### config.mk
export PLATFORM = sky130hd
export DESIGN_NAME = thsched_cell
export DESIGN_NICKNAME = d
export VERILOG_FILES = /design/src/hdl/thsched_pkg.sv /design/src/hdl/thsched_cell.sv
export SDC_FILE = /design/constraint.sdc
export NUM_CORES = 1
export LEC_CHECK = 0
export ABC_CLOCK_PERIOD_IN_PS = 6300
export BUFFER_PORTS_ARGS = -buffer_cell sky130_fd_sc_hd__buf_2
export CAP_MARGIN = 10
export CELL_PAD_IN_SITES_DETAIL_PLACEMENT = 1
export CELL_PAD_IN_SITES_GLOBAL_PLACEMENT = 1
export CORE_UTILIZATION = 34
export DETAILED_ROUTE_END_ITERATION = 16
export PLACE_DENSITY = 0.92
export SLEW_MARGIN = 20
export SYNTH_ARGS = -nofsm -noshare
export SYNTH_HDL_FRONTEND = slang
export SYNTH_SLANG_ARGS = --single-unit
export TNS_END_PERCENT = 20
### constraint.sdc
create_clock -name clock -period 6.3 [get_ports clock]
set_clock_uncertainty 0.1 [all_clocks]
set_input_delay 1.26 -clock clock [delete_from_list [all_inputs] [get_ports clock]]
set_output_delay 1.26 -clock clock [all_outputs]
set_load 0.1 [all_outputs]
### src/hdl/thsched_pkg.sv
// ----------------------------------------------------------------------------
// Timer heap scheduler package
// Shared types, command and status codes for the timer queue.
// ----------------------------------------------------------------------------
package thsched_pkg;

   localparam int NUM_TIMERS_DEF = 16;
   localparam int TIME_BITS_DEF  = 48;
   localparam int TAG_BITS_DEF   = 16;

   localparam int KIND_W   = 3;
   localparam int ID_W     = 4;
   localparam int STATUS_W = 3;
   localparam int COUNT_W  = 5;
   localparam int WAIT_W   = 32;
   localparam int OTAG_W   = 16;

   // command kinds
   localparam logic [KIND_W-1:0] KIND_SCHEDULE = 3'd0;
   localparam logic [KIND_W-1:0] KIND_CANCEL   = 3'd1;
   localparam logic [KIND_W-1:0] KIND_EXPIRE   = 3'd2;
   localparam logic [KIND_W-1:0] KIND_WAIT     = 3'd3;
   localparam logic [KIND_W-1:0] KIND_FLUSH    = 3'd4;

   // result status codes
   localparam logic [STATUS_W-1:0] ST_SCHEDULED   = 3'd0;
   localparam logic [STATUS_W-1:0] ST_CANCEL_NONE = 3'd1;
   localparam logic [STATUS_W-1:0] ST_CANCELLED   = 3'd2;
   localparam logic [STATUS_W-1:0] ST_EXPIRED     = 3'd3;
   localparam logic [STATUS_W-1:0] ST_FLUSHED     = 3'd4;
   localparam logic [STATUS_W-1:0] ST_NONE_EXP    = 3'd5;
   localparam logic [STATUS_W-1:0] ST_WAIT        = 3'd6;
   localparam logic [STATUS_W-1:0] ST_FLUSH_EMPTY = 3'd7;

   // per-cell sift command broadcast by the controller
   typedef enum logic [1:0] {
      CELL_HOLD,
      CELL_LOAD,
      CELL_SWAP
   } cell_op_type;

endpackage

### src/hdl/thsched_cell.sv
// ----------------------------------------------------------------------------
// Timer heap cell
// One heap entry (deadline and slot). Loads a word, or trades its word with
// the partner position chosen by the controller.
// ----------------------------------------------------------------------------
module thsched_cell #(
   parameter int TIME_BITS = thsched_pkg::TIME_BITS_DEF,
   parameter int SLOT_W    = 4
) (
   input  logic                         clock,
   input  thsched_pkg::cell_op_type     op,
   input  logic [TIME_BITS-1:0]         load_deadline,
   input  logic [SLOT_W-1:0]            load_slot,
   output logic [TIME_BITS-1:0]         deadline,
   output logic [SLOT_W-1:0]            slot
);

   logic [TIME_BITS-1:0] deadline_ff;
   logic [SLOT_W-1:0]    slot_ff;

   // take a new word on load or swap, hold otherwise
   always_ff @(posedge clock) begin
      case (op)
         thsched_pkg::CELL_LOAD,
         thsched_pkg::CELL_SWAP: begin
            deadline_ff <= load_deadline;
            slot_ff     <= load_slot;
         end
         default: begin
            deadline_ff <= deadline_ff;
            slot_ff     <= slot_ff;
         end
      endcase
   end

   assign deadline = deadline_ff;
   assign slot     = slot_ff;

endmodule

* Yosys cells after proc, flatten, opt, wreduce, memory -nomap -nowiden
Cells that the tools add are included.
Storage, ports and cells: bits in registers 52, input bits 55, output and inout port bits 52, logic and storage cells 5
Cells by class: equal/unequal tests 2, reduce and logical (&&, ||, !) cells 1
Operators by type and width (count):
- equality test 2 x 1 -> 1 bit (second input constant) | 1
- equality test 2 bit (second input constant) | 1
- OR reduction 2 bit | 1

* Logic depth before layout (Yosys ltp)
depth in word-level cells 2, depth in mapped cells 1, depth with buffers taken out 1

* Least setup slack after synthesis
OpenSTA, ideal clock, no wires.
path kind input to register, start input port op[0], end register deadline_ff[0], in the netlist deadline[0] (enable), library setup time 0.474 ns, arrival time 3.728 ns, data required time 5.726 ns, slack 1.998 ns, cell stages on the path 1, buffers on the path 0, cells stage by stage xor2_1
Between the ends: word-level cells in the longest chain between the ends 2, elaborated cells on any way between the ends 3, classes of those cells eq/ne (2); reduce/logical (1)
RTL lines:
- from (decl) | line thsched_cell.sv:11 | input thsched_pkg::cell_op_type op,
- equality test 2 x 1 -> 1 bit or equality test 2 bit (tied branches) | line thsched_cell.sv:23 | case (op)
- OR reduction 2 bit (*) | line thsched_cell.sv:23
- to (signal assigned) | line thsched_cell.sv:26 | deadline_ff <= load_deadline;
- to (signal assigned) | line thsched_cell.sv:30 | deadline_ff <= deadline_ff;
- to (decl) | line thsched_cell.sv:18 | logic [TIME_BITS-1:0] deadline_ff;
Mark *: on every way between the ends. The rest lies on a longest branch, timed or not. A chain may end at the register's enable or synchronous reset.

* Worst setup path in the final report
start input port op[0], end register deadline_ff[19], in the netlist deadline[19] (enable)
Same word-level chain as after synthesis.

==> results.yml <==
drt:
  drtAntennaViolNets: 0
  top_layer: "met4"
  dr.pass1.iters: 4
  drt-total-wl_mm: 3.41
  wl_per_cell_um: 15.5
  vias_per_cell: 4.50
  wl_met2_mm: 1.99
  dr_wl_met3_um: 248
  drc: 0
  wl_met1_mm: 1.07
  vias: 990
  drt_iter0_drc: 52
timing:
  final-setup-viol-count: 0
  timing.slew.headroom_pct: 43.9
  tightest_slew_ps: 839
  fmax_mhz: 375
  hold_violations: 0
  finalCritPeriodShare_pct: 42.3
  fin_tns_setup_ps: 0
  maxSlewViolCount: 0
  min_period_ps: 2670
  rsz0062_at_grt: "false"
layout:
  diodes: 0
  layout.nets: 222
  area_delta_synth_final_pct: 46.5
  drive_above_1_share_pct: 68.5
  nFillCells: 451
  fin_util_pct: 52.5
synthesis:
  ys.flop_type: "edfxtp_1"
  synth_edf_count: 52
  ys_types: 2
  synth_area_leaders: "edfxtp_1 (99%), xor2_1 (0.56%)"
  ys_ff_latch: 52
  yosysTopAreaCell: "edfxtp_1"
  syn_nets: 108
  synth_commonest_cells: "edfxtp_1 (52), xor2_1 (1)"
  yosysMostFrequentCell: "edfxtp_1"
  syn_area_um2: 1570
  yosysSeqAreaShare_pct: 99.4
  synth_async_sr_flop_share_pct: 0
  syn_inst: 53
  syn_avg_cell_area_um2: 29.6
  ys_warn_count: 0
  synth.top_cell.area_share_pct: 99.4
clocking:
  cts-root-buf: "clkbuf_8"
  cts_resized: 0
  cts_buffers: 5
  clkTransAtPathRegs_ps: 90
  cts.hold.buffers_added: 0
  cts_setup_buffers: 0
  numClockSinks: 52
  cts_tree: "yes"
  ctsHtreeMaxLevel: 2
  clockBufferDepth: 2
grt:
  grt_overflow_total: 0
  grt_use_total_pct: 14.9
  grt_pass1_vias: 1064
  antenna_found_initial: 0
  grt_first_pass_wirelength_mm: 5.24
  grt_max_degree: 28
place:
  portBuffers: 106
  gp_congestion: 0.701
critical_path:
  arrival_ps: 2540
  cp_top_family: "XOR/XNOR gates"
  path_class: "in -> reg"
  path_max_fanout: 27
  required_ps: 6170
  critical_path_buf_inv_count: 2
  worstSetupEndpointType: "flip-flop"
  cp.depth: 3
  start_kind: "input pin"
  crit_slowest_cell: "xor2_4"
  cp_slowest_stage_delay_ps: 690
  crit_path_cell_trace: "buf_2 -> xor2_4 -> buf_4"
pwr:
  switching_power_w: 0.000469
  p_leak_nw: 0.993
  power_frac_seq_pct: 41.9
  internal_power_w: 0.000592
  p_per_area_nw_per_um2: 461
  power_frac_comb_pct: 37.6
  swShare_pct: 44.2
  ir_drop_v: 0.000180
  clockPowerShare_pct: 20.5
hold_path:
  hp-start: "load_deadline[33]"
  hold_path_end: "deadline[33]$_DFFE_PP_"
  whs_path_depth: 1
  hp-class: "in -> reg"
floorplan:
  fp.dieArea_um2: 4890
  coreArea_um2: 4380
  num_rows: 24
  dieHeight_um: 70.0
  die_x_um: 70.0
  ioPinCount: 107
  start_util_pct: 35.8
run:
  drv_cap: 0
status:
  status: "completed"
[state kept, by name, summed over array words and instances (netlist names)]
| register | count |
|---|---|
| deadline | 48 |
| slot | 4 |
[area by class of cell]
cell class,instances,area [um^2],share of cell area (%)
well taps,52,65.1,2.83
clock buffers,6,72.6,3.16
clock inverters,2,35.0,1.52
repair buffers,107,538,23.4
flip-flops and latches,52,1560,67.9
multi-input cells,1,27.5,1.20
[kinds of logic (layout without fill, tap and decap cells)]
kind of cell,count (synthesis),after routing,share of synthesized area [%]
buffers and inverters,0,115,0
flip-flops,52,52,99.4
XOR/XNOR,1,1,0.558
[worst max-delay path by stage]
stage                from                endpoint  slack, ps
floorplan           op[0]   deadline[0]$_DFFE_PP_       2000
global placement    op[0]  deadline[38]$_DFFE_PP_       3340
detailed placement  op[0]  deadline[32]$_DFFE_PP_       3260
CTS                 op[0]  deadline[44]$_DFFE_PP_       3590
global route        op[0]  deadline[32]$_DFFE_PP_       3480
finish              op[0]  deadline[19]$_DFFE_PP_       3630
[through the flow]
step / worst slack (ps) / std cells / hold WS, ps / area [um^2] / total power (W)
floorplan: 2000 / 53 / 1260 / 1570 / 0.000791
global placement: 3340 / 212 / 1340 / 2190 / 0.000847
detailed placement: 3260 / 212 / 1340 / 2190 / 0.000854
CTS: 3590 / 220 / 1020 / 2300 / 0.00107
global route: 3480 / 220 / 1020 / 2300 / 0.00109
finish: 3630 / 220 / 1030 / 2300 / 0.00106
[metal layers]
| layer | vias up | track usage (%) |
|---|---|---|
| met2 | 60 | 28.8 |
| met1 | 482 | 13.4 |
| met3 | 10 | 5.05 |
| met4 | 0 | 7.78 |
| li1 | 438 | - |
| met5 | - | 0 |
[power by group through the flow]
stage	Clock [W]	Combinational, W	Sequential, W
2_1_floorplan	0	0.00000934	0.000782
3_3_place_gp	0	0.000398	0.000449
3_5_place_dp	0	0.000402	0.000453
4_1_cts	0.000224	0.000402	0.000445
5_1_grt	0.000234	0.000407	0.000449
6_report	0.000218	0.000399	0.000444
[placed cells by master (no fill, tap or decap)]
cell / instances
clkbuf_8: 5
buf_4: 1
xor2_4: 1
edfxtp_1: 52
bufinv_16: 1
clkbuf_1: 1
clkinv_2: 1
buf_2: 106
No activity file was read; power rests on OpenSTA's default activity.
